$ cat config.mk
export PLATFORM = sky130hd
export DESIGN_NAME = braking_distance_velocity_clamp_flat
export DESIGN_NICKNAME = d
export VERILOG_FILES = /design/src/design/bdvc_pkg.sv /design/src/design/bdvc_intf.sv /design/src/design/bdvc_prep.sv /design/src/design/bdvc_sqrt_cell.sv /design/src/design/braking_distance_velocity_clamp.sv /design/src/flat_wrapper.sv
export VERILOG_INCLUDE_DIRS = /design/src /design/src/design
export SDC_FILE = /design/constraint.sdc
export NUM_CORES = 2
export LEC_CHECK = 0
export BUFFER_PORTS_ARGS = -buffer_cell sky130_fd_sc_hd__buf_2
export CORE_MARGIN = 4
export CORE_UTILIZATION = 40
export DETAILED_ROUTE_END_ITERATION = 8
export HOLD_SLACK_MARGIN = 0.06
export SYNTH_ARGS = -nofsm -noshare
export SYNTH_HDL_FRONTEND = slang
export SYNTH_SLANG_ARGS = --single-unit
$ cat constraint.sdc
create_clock -name clock -period 286.3 [get_ports clock]
set_input_delay 14.315 -clock clock [delete_from_list [all_inputs] [get_ports clock]]
set_output_delay 14.315 -clock clock [all_outputs]
set_load 0.005 [all_outputs]
$ cat src/design/braking_distance_velocity_clamp_defines.svh
// ---------------------------------------------------------------------------
// Braking distance velocity clamp assertion macros
// Concurrent assertion wrappers; NO_ASSERTIONS compiles them away.
// ---------------------------------------------------------------------------
`ifndef BRAKING_DISTANCE_VELOCITY_CLAMP_DEFINES_SVH
`define BRAKING_DISTANCE_VELOCITY_CLAMP_DEFINES_SVH

`ifndef NO_ASSERTIONS

// Same-cycle implication, disabled during reset.
`define BDVC_ASSERT_IMPL(label, clk, rst, ante, cons) \
   label: assert property (@(posedge clk) disable iff (rst) (ante) |-> (cons)) \
      else $error("braking clamp assertion failed");

// Next-cycle implication, disabled during reset.
`define BDVC_ASSERT_NEXT(label, clk, rst, ante, cons) \
   label: assert property (@(posedge clk) disable iff (rst) (ante) |=> (cons)) \
      else $error("braking clamp assertion failed");

`else

`define BDVC_ASSERT_IMPL(label, clk, rst, ante, cons)
`define BDVC_ASSERT_NEXT(label, clk, rst, ante, cons)

`endif

`endif

$ cat src/design/bdvc_pkg.sv
// ---------------------------------------------------------------------------
// Braking distance velocity clamp package
// Field widths, register indexes, reset values and the item record.
// ---------------------------------------------------------------------------
`default_nettype none

package bdvc_pkg;

   localparam int VEL_W     = 16;
   localparam int DIST_W    = 16;
   localparam int CFG_W     = 16;
   localparam int SPEED_W   = 15;
   localparam int CSR_IDX_W = 2;

   // Register indexes of the configuration port.
   localparam logic [CSR_IDX_W-1:0] CSR_STOP_DIST   = 2'd0;
   localparam logic [CSR_IDX_W-1:0] CSR_BRAKE_ACCEL = 2'd1;
   localparam logic [CSR_IDX_W-1:0] CSR_FULL_SPEED  = 2'd2;

   localparam logic [CFG_W-1:0]   STOP_DIST_RESET   = 16'd20;
   localparam logic [CFG_W-1:0]   BRAKE_ACCEL_RESET = 16'd1000;
   localparam logic [SPEED_W-1:0] FULL_SPEED_RESET  = 15'd3000;

   // Command and sensor flags that ride along the pipeline with each item.
   typedef struct packed {
      logic signed [VEL_W-1:0] vel_x;
      logic signed [VEL_W-1:0] vel_y;
      logic signed [VEL_W-1:0] rot_z;
      logic                    front_online;
      logic                    left_online;
      logic                    front_stop;
      logic                    left_stop;
   } item_type;

endpackage

`default_nettype wire

$ cat src/design/bdvc_intf.sv
// ---------------------------------------------------------------------------
// Braking distance velocity clamp channel interfaces
// Request, response and register write channels with valid/ready handshakes.
// ---------------------------------------------------------------------------
`default_nettype none

interface bdvc_req_if;
   logic                                 valid;
   logic                                 ready;
   logic signed [bdvc_pkg::VEL_W-1:0]    vel_x;
   logic signed [bdvc_pkg::VEL_W-1:0]    vel_y;
   logic signed [bdvc_pkg::VEL_W-1:0]    rot_z;
   logic        [bdvc_pkg::DIST_W-1:0]   front_distance_cm;
   logic        [bdvc_pkg::DIST_W-1:0]   left_distance_cm;
   logic                                 front_online;
   logic                                 left_online;

   modport source (output valid, vel_x, vel_y, rot_z, front_distance_cm,
                   left_distance_cm, front_online, left_online, input ready);
   modport sink   (input valid, vel_x, vel_y, rot_z, front_distance_cm,
                   left_distance_cm, front_online, left_online, output ready);
endinterface

interface bdvc_rsp_if;
   logic                                 valid;
   logic                                 ready;
   logic signed [bdvc_pkg::VEL_W-1:0]    limited_x;
   logic signed [bdvc_pkg::VEL_W-1:0]    limited_y;
   logic signed [bdvc_pkg::VEL_W-1:0]    rot_out;
   logic                                 fwd_clamped;
   logic                                 fwd_stopped;
   logic                                 side_clamped;
   logic                                 side_stopped;
   logic                                 fwd_no_link;
   logic                                 side_no_link;

   modport source (output valid, limited_x, limited_y, rot_out, fwd_clamped,
                   fwd_stopped, side_clamped, side_stopped, fwd_no_link,
                   side_no_link, input ready);
   modport sink   (input valid, limited_x, limited_y, rot_out, fwd_clamped,
                   fwd_stopped, side_clamped, side_stopped, fwd_no_link,
                   side_no_link, output ready);
endinterface

interface bdvc_csr_if;
   logic                                 valid;
   logic                                 ready;
   logic [bdvc_pkg::CSR_IDX_W-1:0]       index;
   logic [bdvc_pkg::CFG_W-1:0]           data;

   modport source (output valid, index, data, input ready);
   modport sink   (input valid, index, data, output ready);
endinterface

`default_nettype wire

$ cat src/design/bdvc_prep.sv
// ---------------------------------------------------------------------------
// Braking distance velocity clamp radicand front end
// Three stages: margin and stop test, accel times margin, constant scaling.
// ---------------------------------------------------------------------------
`default_nettype none

module bdvc_prep #(
   parameter int CM_TO_MM = 10,
   parameter int RAD_W    = 37
) (
   input  wire                            clock,
   input  wire                            reset,
   input  wire                            advance,
   input  wire                            in_valid,
   input  bdvc_pkg::item_type             in_item,
   input  wire [bdvc_pkg::DIST_W-1:0]     front_dist,
   input  wire [bdvc_pkg::DIST_W-1:0]     left_dist,
   input  wire [bdvc_pkg::CFG_W-1:0]      stop_dist,
   input  wire [bdvc_pkg::CFG_W-1:0]      brake_accel,
   output logic                           out_valid,
   output bdvc_pkg::item_type             out_item,
   output logic [1:0][RAD_W-1:0]          out_rad
);
   import bdvc_pkg::*;

   localparam int PROD_W = DIST_W + CFG_W;
   localparam int SCALE  = 2 * CM_TO_MM;

   logic                     a_valid_ff, b_valid_ff, c_valid_ff;
   item_type                 a_item_ff, b_item_ff, c_item_ff;
   item_type                 a_item_in;
   logic [1:0][DIST_W-1:0]   a_margin_ff, a_margin_in;
   logic [1:0][PROD_W-1:0]   b_prod_ff, b_prod_in;
   logic [1:0][RAD_W-1:0]    c_rad_ff, c_rad_in;
   logic                     front_stop, left_stop;

   // Stage A: margin over the stop distance, zero when inside it.
   always_comb begin
      front_stop             = (front_dist <= stop_dist);
      left_stop              = (left_dist <= stop_dist);
      a_item_in              = in_item;
      a_item_in.front_stop   = front_stop;
      a_item_in.left_stop    = left_stop;
      a_margin_in[0]         = front_stop ? '0 : front_dist - stop_dist;
      a_margin_in[1]         = left_stop ? '0 : left_dist - stop_dist;
   end

   // Stage B: deceleration times margin, Stage C: times twice the unit scale.
   always_comb begin
      for (int lane = 0; lane < 2; lane++) begin
         b_prod_in[lane] = PROD_W'(a_margin_ff[lane]) * PROD_W'(brake_accel);
         c_rad_in[lane]  = RAD_W'(b_prod_ff[lane]) * RAD_W'(SCALE);
      end
   end

   always_ff @(posedge clock) begin
      if (reset) begin
         a_valid_ff <= 1'b0;
         b_valid_ff <= 1'b0;
         c_valid_ff <= 1'b0;
      end else if (advance) begin
         a_valid_ff <= in_valid;
         b_valid_ff <= a_valid_ff;
         c_valid_ff <= b_valid_ff;
      end
   end

   always_ff @(posedge clock) begin
      if (advance) begin
         a_item_ff   <= a_item_in;
         a_margin_ff <= a_margin_in;
         b_item_ff   <= a_item_ff;
         b_prod_ff   <= b_prod_in;
         c_item_ff   <= b_item_ff;
         c_rad_ff    <= c_rad_in;
      end
   end

   assign out_valid = c_valid_ff;
   assign out_item  = c_item_ff;
   assign out_rad   = c_rad_ff;

endmodule

`default_nettype wire

$ cat src/design/bdvc_sqrt_cell.sv
// ---------------------------------------------------------------------------
// Braking distance velocity clamp square root cell
// One restoring root digit for the front and left lanes per cell.
// ---------------------------------------------------------------------------
`default_nettype none

module bdvc_sqrt_cell #(
   parameter int SQ_W = 19
) (
   input  wire                            clock,
   input  wire                            reset,
   input  wire                            advance,
   input  wire                            in_valid,
   input  bdvc_pkg::item_type             in_item,
   input  wire [1:0][2*SQ_W-1:0]          in_rad,
   input  wire [1:0][SQ_W+1:0]            in_rem,
   input  wire [1:0][SQ_W-1:0]            in_root,
   output logic                           out_valid,
   output bdvc_pkg::item_type             out_item,
   output logic [1:0][2*SQ_W-1:0]         out_rad,
   output logic [1:0][SQ_W+1:0]           out_rem,
   output logic [1:0][SQ_W-1:0]           out_root
);
   import bdvc_pkg::*;

   logic                     valid_ff;
   item_type                 item_ff;
   logic [1:0][2*SQ_W-1:0]   rad_ff, rad_in;
   logic [1:0][SQ_W+1:0]     rem_ff, rem_in;
   logic [1:0][SQ_W-1:0]     root_ff, root_in;
   logic [1:0][SQ_W+1:0]     rem_shift, trial;
   logic [1:0]               take;

   // Bring down the next two radicand bits and try the digit one.
   always_comb begin
      for (int lane = 0; lane < 2; lane++) begin
         rem_shift[lane] = {in_rem[lane][SQ_W-1:0], in_rad[lane][2*SQ_W-1 -: 2]};
         trial[lane]     = {in_root[lane], 2'b01};
         take[lane]      = (rem_shift[lane] >= trial[lane]);
         rem_in[lane]    = take[lane] ? rem_shift[lane] - trial[lane] : rem_shift[lane];
         root_in[lane]   = {in_root[lane][SQ_W-2:0], take[lane]};
         rad_in[lane]    = {in_rad[lane][2*SQ_W-3:0], 2'b00};
      end
   end

   always_ff @(posedge clock) begin
      if (reset) begin
         valid_ff <= 1'b0;
      end else if (advance) begin
         valid_ff <= in_valid;
      end
   end

   always_ff @(posedge clock) begin
      if (advance) begin
         item_ff <= in_item;
         rad_ff  <= rad_in;
         rem_ff  <= rem_in;
         root_ff <= root_in;
      end
   end

   assign out_valid = valid_ff;
   assign out_item  = item_ff;
   assign out_rad   = rad_ff;
   assign out_rem   = rem_ff;
   assign out_root  = root_ff;

endmodule

`default_nettype wire

$ cat src/design/braking_distance_velocity_clamp.sv
// Pipeline: three radicand stages, one cell per root bit in the square root
// chain, one output register.
// Throughput: one item per cycle; the whole chain halts while a result waits.
// Reset clears all pipeline valid bits and loads the register reset values.
// Register writes are taken in any cycle, ready is always high.
// ---------------------------------------------------------------------------
// Braking distance velocity clamp
// Limits forward and leftward speed to what the braking distance allows.
// ---------------------------------------------------------------------------
`default_nettype none
`include "braking_distance_velocity_clamp_defines.svh"

module braking_distance_velocity_clamp #(
   parameter int CM_TO_MM = 10
) (
   input  wire        clock,
   input  wire        reset,
   bdvc_req_if.sink   req_ch,
   bdvc_rsp_if.source rsp_ch,
   bdvc_csr_if.sink   csr_ch
);
   import bdvc_pkg::*;

   localparam int RAD_W  = 33 + $clog2(CM_TO_MM + 1);
   localparam int SQ_W   = (RAD_W + 1) / 2;
   localparam int RADP_W = 2 * SQ_W;
   localparam int CMP_W  = SQ_W + 1;

   // Configuration registers.
   logic [CFG_W-1:0]   stop_dist_ff;
   logic [CFG_W-1:0]   brake_accel_ff;
   logic [SPEED_W-1:0] full_speed_ff;

   assign csr_ch.ready = 1'b1;

   always_ff @(posedge clock) begin
      if (reset) begin
         stop_dist_ff   <= STOP_DIST_RESET;
         brake_accel_ff <= BRAKE_ACCEL_RESET;
         full_speed_ff  <= FULL_SPEED_RESET;
      end else if (csr_ch.valid) begin
         unique case (csr_ch.index)
            CSR_STOP_DIST:   stop_dist_ff   <= csr_ch.data;
            CSR_BRAKE_ACCEL: brake_accel_ff <= csr_ch.data;
            CSR_FULL_SPEED:  full_speed_ff  <= csr_ch.data[SPEED_W-1:0];
            default: begin
            end
         endcase
      end
   end

   // The whole pipeline moves unless a result is held at the output.
   logic out_valid_ff;
   logic advance;

   assign advance      = !out_valid_ff || rsp_ch.ready;
   assign req_ch.ready = advance;

   item_type req_item;

   always_comb begin
      req_item              = '0;
      req_item.vel_x        = req_ch.vel_x;
      req_item.vel_y        = req_ch.vel_y;
      req_item.rot_z        = req_ch.rot_z;
      req_item.front_online = req_ch.front_online;
      req_item.left_online  = req_ch.left_online;
   end

   // Radicand front end.
   logic                   prep_valid;
   item_type               prep_item;
   logic [1:0][RAD_W-1:0]  prep_rad;

   bdvc_prep #(
      .CM_TO_MM (CM_TO_MM),
      .RAD_W    (RAD_W)
   ) u_prep (
      .clock       (clock),
      .reset       (reset),
      .advance     (advance),
      .in_valid    (req_ch.valid),
      .in_item     (req_item),
      .front_dist  (req_ch.front_distance_cm),
      .left_dist   (req_ch.left_distance_cm),
      .stop_dist   (stop_dist_ff),
      .brake_accel (brake_accel_ff),
      .out_valid   (prep_valid),
      .out_item    (prep_item),
      .out_rad     (prep_rad)
   );

   // Square root chain, one cell per root bit.
   logic                     cell_valid [SQ_W+1];
   item_type                 cell_item  [SQ_W+1];
   logic [1:0][RADP_W-1:0]   cell_rad   [SQ_W+1];
   logic [1:0][SQ_W+1:0]     cell_rem   [SQ_W+1];
   logic [1:0][SQ_W-1:0]     cell_root  [SQ_W+1];

   assign cell_valid[0]  = prep_valid;
   assign cell_item[0]   = prep_item;
   assign cell_rad[0][0] = RADP_W'(prep_rad[0]);
   assign cell_rad[0][1] = RADP_W'(prep_rad[1]);
   assign cell_rem[0]    = '0;
   assign cell_root[0]   = '0;

   for (genvar k = 0; k < SQ_W; k++) begin : g_cell
      bdvc_sqrt_cell #(
         .SQ_W (SQ_W)
      ) u_cell (
         .clock     (clock),
         .reset     (reset),
         .advance   (advance),
         .in_valid  (cell_valid[k]),
         .in_item   (cell_item[k]),
         .in_rad    (cell_rad[k]),
         .in_rem    (cell_rem[k]),
         .in_root   (cell_root[k]),
         .out_valid (cell_valid[k+1]),
         .out_item  (cell_item[k+1]),
         .out_rad   (cell_rad[k+1]),
         .out_rem   (cell_rem[k+1]),
         .out_root  (cell_root[k+1])
      );
   end

   // Limit compare and clamp on the finished roots.
   item_type           fin_item;
   logic [SQ_W-1:0]    lim_f, lim_l;
   logic               unl_f, unl_l;
   logic               clamp_f, clamp_l;
   logic [16:0]        mag_x;
   logic [VEL_W-1:0]   lim_l16;
   logic signed [VEL_W-1:0] ox_in, oy_in;

   always_comb begin
      fin_item = cell_item[SQ_W];
      lim_f    = fin_item.front_stop ? '0 : cell_root[SQ_W][0];
      lim_l    = fin_item.left_stop ? '0 : cell_root[SQ_W][1];
      unl_f    = !fin_item.front_stop && (cell_root[SQ_W][0] >= SQ_W'(full_speed_ff));
      unl_l    = !fin_item.left_stop && (cell_root[SQ_W][1] >= SQ_W'(full_speed_ff));
      mag_x    = 17'(0) - {fin_item.vel_x[VEL_W-1], fin_item.vel_x};
      clamp_f  = fin_item.front_online && !unl_f && !fin_item.vel_y[VEL_W-1]
                 && (CMP_W'(fin_item.vel_y[VEL_W-2:0]) > CMP_W'(lim_f));
      clamp_l  = fin_item.left_online && !unl_l && fin_item.vel_x[VEL_W-1]
                 && (CMP_W'(mag_x) > CMP_W'(lim_l));
      lim_l16  = VEL_W'(lim_l);
      oy_in    = clamp_f ? $signed(VEL_W'(lim_f)) : fin_item.vel_y;
      ox_in    = clamp_l ? $signed(VEL_W'(0) - lim_l16) : fin_item.vel_x;
   end

   // Output register.
   logic signed [VEL_W-1:0] ox_ff, oy_ff, rot_ff;
   logic                    f_lim_ff, f_blk_ff, l_lim_ff, l_blk_ff, f_off_ff, l_off_ff;

   always_ff @(posedge clock) begin
      if (reset) begin
         out_valid_ff <= 1'b0;
      end else if (advance) begin
         out_valid_ff <= cell_valid[SQ_W];
      end
   end

   always_ff @(posedge clock) begin
      if (advance) begin
         ox_ff    <= ox_in;
         oy_ff    <= oy_in;
         rot_ff   <= fin_item.rot_z;
         f_lim_ff <= clamp_f;
         f_blk_ff <= clamp_f && (lim_f == '0);
         l_lim_ff <= clamp_l;
         l_blk_ff <= clamp_l && (lim_l == '0);
         f_off_ff <= !fin_item.front_online;
         l_off_ff <= !fin_item.left_online;
      end
   end

   assign rsp_ch.valid        = out_valid_ff;
   assign rsp_ch.limited_x    = ox_ff;
   assign rsp_ch.limited_y    = oy_ff;
   assign rsp_ch.rot_out      = rot_ff;
   assign rsp_ch.fwd_clamped  = f_lim_ff;
   assign rsp_ch.fwd_stopped  = f_blk_ff;
   assign rsp_ch.side_clamped = l_lim_ff;
   assign rsp_ch.side_stopped = l_blk_ff;
   assign rsp_ch.fwd_no_link  = f_off_ff;
   assign rsp_ch.side_no_link = l_off_ff;

   // Conditions checked on the registered result.
   logic                     fwd_stop_ok, side_stop_ok, link_ok, rsp_stall;
   logic [2*VEL_W-1:0]       held_xy;

   assign fwd_stop_ok  = f_lim_ff && (oy_ff == '0);
   assign side_stop_ok = l_lim_ff && (ox_ff == '0);
   assign link_ok      = !(f_off_ff && f_lim_ff) && !(l_off_ff && l_lim_ff);
   assign rsp_stall    = out_valid_ff && !rsp_ch.ready;
   assign held_xy      = {ox_ff, oy_ff};

   // Blocked results are clamps to zero, and offline sensors never clamp.
   `BDVC_ASSERT_IMPL(a_fwd_stop, clock, reset, out_valid_ff && f_blk_ff, fwd_stop_ok)
   `BDVC_ASSERT_IMPL(a_side_stop, clock, reset, out_valid_ff && l_blk_ff, side_stop_ok)
   `BDVC_ASSERT_IMPL(a_link_free, clock, reset, out_valid_ff, link_ok)
   // A held result keeps its clamped values while the chain is halted.
   `BDVC_ASSERT_NEXT(a_hold_result, clock, reset, rsp_stall, $stable(held_xy) && out_valid_ff)

endmodule

`default_nettype wire

$ cat src/flat_wrapper.sv
// flat-port wrapper written by rule: the top's interface ports become plain ports
module braking_distance_velocity_clamp_flat import bdvc_pkg::*;
#(
   parameter int CM_TO_MM = 10
)
  (clock, reset, req_ch_valid, req_ch_vel_x, req_ch_vel_y, req_ch_rot_z, req_ch_front_distance_cm, req_ch_left_distance_cm, req_ch_front_online, req_ch_left_online, req_ch_ready, rsp_ch_valid, rsp_ch_limited_x, rsp_ch_limited_y, rsp_ch_rot_out, rsp_ch_fwd_clamped, rsp_ch_fwd_stopped, rsp_ch_side_clamped, rsp_ch_side_stopped, rsp_ch_fwd_no_link, rsp_ch_side_no_link, rsp_ch_ready, csr_ch_valid, csr_ch_index, csr_ch_data, csr_ch_ready);
  bdvc_req_if req_ch_i ();
  bdvc_rsp_if rsp_ch_i ();
  bdvc_csr_if csr_ch_i ();
  input  wire clock;
  input  wire reset;
  input wire logic [$bits(req_ch_i.valid)-1:0] req_ch_valid;
  input wire logic [$bits(req_ch_i.vel_x)-1:0] req_ch_vel_x;
  input wire logic [$bits(req_ch_i.vel_y)-1:0] req_ch_vel_y;
  input wire logic [$bits(req_ch_i.rot_z)-1:0] req_ch_rot_z;
  input wire logic [$bits(req_ch_i.front_distance_cm)-1:0] req_ch_front_distance_cm;
  input wire logic [$bits(req_ch_i.left_distance_cm)-1:0] req_ch_left_distance_cm;
  input wire logic [$bits(req_ch_i.front_online)-1:0] req_ch_front_online;
  input wire logic [$bits(req_ch_i.left_online)-1:0] req_ch_left_online;
  output wire logic [$bits(req_ch_i.ready)-1:0] req_ch_ready;
  output wire logic [$bits(rsp_ch_i.valid)-1:0] rsp_ch_valid;
  output wire logic [$bits(rsp_ch_i.limited_x)-1:0] rsp_ch_limited_x;
  output wire logic [$bits(rsp_ch_i.limited_y)-1:0] rsp_ch_limited_y;
  output wire logic [$bits(rsp_ch_i.rot_out)-1:0] rsp_ch_rot_out;
  output wire logic [$bits(rsp_ch_i.fwd_clamped)-1:0] rsp_ch_fwd_clamped;
  output wire logic [$bits(rsp_ch_i.fwd_stopped)-1:0] rsp_ch_fwd_stopped;
  output wire logic [$bits(rsp_ch_i.side_clamped)-1:0] rsp_ch_side_clamped;
  output wire logic [$bits(rsp_ch_i.side_stopped)-1:0] rsp_ch_side_stopped;
  output wire logic [$bits(rsp_ch_i.fwd_no_link)-1:0] rsp_ch_fwd_no_link;
  output wire logic [$bits(rsp_ch_i.side_no_link)-1:0] rsp_ch_side_no_link;
  input wire logic [$bits(rsp_ch_i.ready)-1:0] rsp_ch_ready;
  input wire logic [$bits(csr_ch_i.valid)-1:0] csr_ch_valid;
  input wire logic [$bits(csr_ch_i.index)-1:0] csr_ch_index;
  input wire logic [$bits(csr_ch_i.data)-1:0] csr_ch_data;
  output wire logic [$bits(csr_ch_i.ready)-1:0] csr_ch_ready;
  assign req_ch_i.valid = req_ch_valid;
  assign req_ch_i.vel_x = req_ch_vel_x;
  assign req_ch_i.vel_y = req_ch_vel_y;
  assign req_ch_i.rot_z = req_ch_rot_z;
  assign req_ch_i.front_distance_cm = req_ch_front_distance_cm;
  assign req_ch_i.left_distance_cm = req_ch_left_distance_cm;
  assign req_ch_i.front_online = req_ch_front_online;
  assign req_ch_i.left_online = req_ch_left_online;
  assign req_ch_ready = req_ch_i.ready;
  assign rsp_ch_valid = rsp_ch_i.valid;
  assign rsp_ch_limited_x = rsp_ch_i.limited_x;
  assign rsp_ch_limited_y = rsp_ch_i.limited_y;
  assign rsp_ch_rot_out = rsp_ch_i.rot_out;
  assign rsp_ch_fwd_clamped = rsp_ch_i.fwd_clamped;
  assign rsp_ch_fwd_stopped = rsp_ch_i.fwd_stopped;
  assign rsp_ch_side_clamped = rsp_ch_i.side_clamped;
  assign rsp_ch_side_stopped = rsp_ch_i.side_stopped;
  assign rsp_ch_fwd_no_link = rsp_ch_i.fwd_no_link;
  assign rsp_ch_side_no_link = rsp_ch_i.side_no_link;
  assign rsp_ch_i.ready = rsp_ch_ready;
  assign csr_ch_i.valid = csr_ch_valid;
  assign csr_ch_i.index = csr_ch_index;
  assign csr_ch_i.data = csr_ch_data;
  assign csr_ch_ready = csr_ch_i.ready;
  braking_distance_velocity_clamp #(.CM_TO_MM(CM_TO_MM)) u_core (.clock(clock), .reset(reset), .req_ch(req_ch_i), .rsp_ch(rsp_ch_i), .csr_ch(csr_ch_i));
endmodule
==> impl_metrics.py <==
metrics = {
    "global_route": {
        "grt_pass1_vias": 80375,
        "antenna_found_initial": 24,
        "grt_start_max_net_pins": 173,
        "overflow": 0,
        "wire_length_of_the_first_global_routing_pass_mm": 416,
        "grt.total_usage": 0.138,
    },
    "timing": {
        "maxSlewViolCount": 0,
        "rsz0062_at_grt": "no",
        "finalSetupTns_ns": 0,
        "fin_ws_ns": 256.51,
        "hold_viol": 0,
        "relSlewSlack": 0.171,
        "max_freq_mhz": 33.6,
        "layout_min_cycle_time_ns": 29.79,
        "skew_ns": 0.0410,
        "worst-slew-pin-transition_ns": 1.24,
        "setup_viol_count_final": 0,
        "timing.final.crit_share": 0.104,
    },
    "logic_synthesis": {
        "postSynth.topFlopCell": "edfxtp_1",
        "synth_top_cell_by_area": "edfxtp_1",
        "synth.ff_latch_count": 3058,
        "syn_avg_cell_area_um2": 13.9,
        "synth.area.top_cells": "edfxtp_1 63%, ha_1 7.4%, fa_1 5.5%, inv_1 2.8%, nand2_1 2.3%",
        "synthMostInstantiatedCell": "edfxtp_1",
        "postSynthCellCount": 10297,
        "sequential_fraction_of_the_synthesis_area": 0.638,
        "synth.yosys.warnings": 0,
        "synth_largest_type_area_fraction": 0.628,
        "netlist-cell-type-count": 113,
        "async_flop_share": 0,
        "number_of_synthesized_flops_with_an_enable_pin": 2988,
        "yosys-top-cells-count": "2988 x edfxtp_1, 1069 x inv_1, 885 x nand2_1",
        "syn-cell-area_um2": 143000,
    },
    "die": {
        "design.core.area_um2": 356000,
        "die_area_um2": 367000,
        "dieWidth_um": 606,
        "initial_core_util": 0.402,
        "io_pins": 162,
        "die_h_um": 606,
        "std_cell_rows": 219,
    },
    "route": {
        "antenna_violating_nets_post_route": 0,
        "final_routed_wirelength_mm": 256,
        "drt-vias-per-instance": 4.93,
        "drt_first_pass_iters": 5,
        "route.detailed.drc": 0,
        "drt_iter0_drc": 4546,
        "vias": 77327,
        "drt-wirelength-per-cell_um": 16.4,
    },
    "final_layout": {
        "layout.cell_area.non_filler_um2": 160000,
        "layout.filler_cells": 31106,
        "syn_to_final_growth_pct": 11.9,
        "layout-drive-gt1-share": 0.0828,
        "final_util": 0.449,
        "num-nets-final": 11995,
    },
    "worst_setup_path": {
        "endpoint_kind": "output pin",
        "timing.critical_path.cells": "buf_2 -> nor2b_2 -> buf_4 -> inv_8 -> buf_2",
        "crit_path_max_fo": 76,
        "setup.worst_path.class": "input pin to output pin",
        "max_stage_delay_ns": 0.47,
        "timing.critical_path.slowest_stage_cell": "inv_8",
        "worst_path_most_repeated_cell": "buf_2",
        "startpoint_type": "input pin",
        "setup.reg_to_reg.worst_slack_ns": 278.94,
        "worstPathArrival_ns": 15.47,
        "crit_required_ns": 271.98,
    },
    "clock_tree": {
        "holdBufCountCts": 0,
        "cts.repair_timing.setup_buffer_count": 0,
        "post_cts_resized": 0,
        "insertion_delay_ns": 0.90,
        "path_clk_slew_ns": 0.06,
        "numCtsBuffers": 325,
        "clk_tree_root_cell": "clkbuf_16",
        "cts_buffer_depth": 4,
        "cts_tree": "done",
        "cts_sinks": 3058,
        "htreeDepth": 5,
    },
    "power_and_ir_drop": {
        "power.internal_mw": 1.09,
        "peakVddDrop_mv": 0.00872,
        "share_clk_of_total_power": 0.258,
        "pwr_density_cell_nw_per_um2": 9.90,
        "netSwitchingFraction": 0.314,
        "share_comb_of_total_power": 0.311,
        "seq_power_share": 0.431,
        "power.net_switching_uw": 497,
        "power_leakage_nw": 65.9,
    },
    "status": {
        "result_of_the_run": "completed",
    },
    "flow_run": {
        "cap_violations": 0,
    },
    "hold_path": {
        "hold_path_class": "register to register",
    },
    "placed_design": {
        "globalplace.congestion": 0.883,
        "buffer_ports.inserted": 160,
        "detailedPlace.worstSlack_ns": 256.47,
        "dp_hpwl_mm": 184,
        "dpl-instance-area_um2": 149000,
    },
}
## through the flow
stage / std cells / power, mW / hold slack, ns
final: 15678 / 1.58 / 0.393
after global routing: 15673 / 1.70 / 0.394
after CTS: 15666 / 1.60 / 0.376
after detailed placement: 15082 / 1.19 / 0.405
after global placement: 15082 / 1.17 / 0.400
after floorplan: 10298 / 1.05 / 0.400
## final cells by class
class | count | area (um^2) | area share
Inverter | 1072 | 4030 | 0.0252
Sequential cell | 3058 | 91100 | 0.570
Timing Repair Buffer | 225 | 1350 | 0.00845
Clock buffer | 383 | 8540 | 0.0534
Tap cell | 4751 | 5940 | 0.0372
Clock inverter | 201 | 1950 | 0.0122
Antenna cell | 12 | 30.0 | 0.000188
Multi-Input combinational cell | 5976 | 47000 | 0.294
## per-layer routing
metal	routed length, um	share of wire	track usage
met2	127000	0.49	0.241
met4	10100	0.039	0.0558
met1	108000	0.42	0.171
met5	49	0.00019	0
met3	11300	0.044	0.0232
## cells in the final DEF, fill, tap and decap left out, types with 77 or more instances in the layout
cell / netlist / routed
ha_1: 840 / 840
mux2_2: 77 / 77
and2_1: 256 / 256
o21a_1: 123 / 123
xor2_1: 246 / 246
nor3_1: 179 / 179
fa_1: 392 / 392
buf_2: 29 / 160
clkbuf_16: 0 / 333
inv_1: 1069 / 1068
xnor2_1: 352 / 352
a21oi_1: 487 / 487
nand4_1: 92 / 92
a21o_1: 188 / 188
nor2_1: 474 / 474
nand2_1: 885 / 885
nand2b_1: 94 / 94
nand3_1: 115 / 115
edfxtp_1: 2988 / 2988
o21ai_0: 339 / 339
## power groups by stage
stage	Sequential [mW]	Combinational [mW]	Clock, mW
6_report	0.683	0.492	0.409
5_1_grt	0.694	0.563	0.444
4_1_cts	0.684	0.498	0.424
3_5_place_dp	0.692	0.493	0
3_3_place_gp	0.689	0.481	0
2_1_floorplan	0.668	0.385	0
## final timing paths
| check | from | to | cells after the start |
|---|---|---|---|
| worst min-delay path | u_core.g_cell[10].u_cell.out_rad[65] | u_core.g_cell[11].u_cell.out_rad[67] | 0 |
| worst max-delay path | rsp_ch_ready | req_ch_ready | 5 |
| worst min register to register | u_core.g_cell[10].u_cell.out_rad[65] | u_core.g_cell[11].u_cell.out_rad[67] | 0 |
| worst max register to register | u_core.brake_accel_ff[3] | u_core.u_prep.b_prod_ff[62] | 21 |
## state kept, by name, summed over array words and instances (netlist names), 15 cells and up
name	cells
u_core.g_cell.u_cell.out_rem	632
u_core.g_cell.u_cell.out_rad	612
u_core.full_speed_ff	15
u_core.rsp_ch.rot_out	16
u_core.g_cell.u_cell.out_item	988
u_core.g_cell.u_cell.out_root	380
u_core.rsp_ch.limited_y	16
u_core.u_prep.b_item_ff	52
u_core.brake_accel_ff	16
u_core.u_prep.out_item	52
u_core.u_prep.out_rad	70
u_core.stop_dist_ff	16
u_core.g_cell.u_cell.out_valid	19
u_core.u_prep.a_margin_ff	32
u_core.rsp_ch.limited_x	16
u_core.u_prep.a_item_ff	52
u_core.u_prep.b_prod_ff	64
## kinds of logic (layout without fill, tap and decap cells)
kind of cell | Yosys count | count (layout) | synth area share
buffers and inverters | 1264 | 1881 | 0.0338
muxes | 114 | 114 | 0.00917
other | 2 | 15 | 0.0000525
DFF | 3058 | 3058 | 0.638
AOI/OAI and AO/OA | 1538 | 1538 | 0.0686
and+or+nand+nor | 2491 | 2491 | 0.0856
adders and majority gates | 1232 | 1232 | 0.128
xor gates and xnor gates | 598 | 598 | 0.0366
## critical path: cells and delay by family
kind / cells / cell delay, ns
buf+inv: 4 / 1.00
simple gates: 1 / 0.03
(Power assumes the default switching activity.)
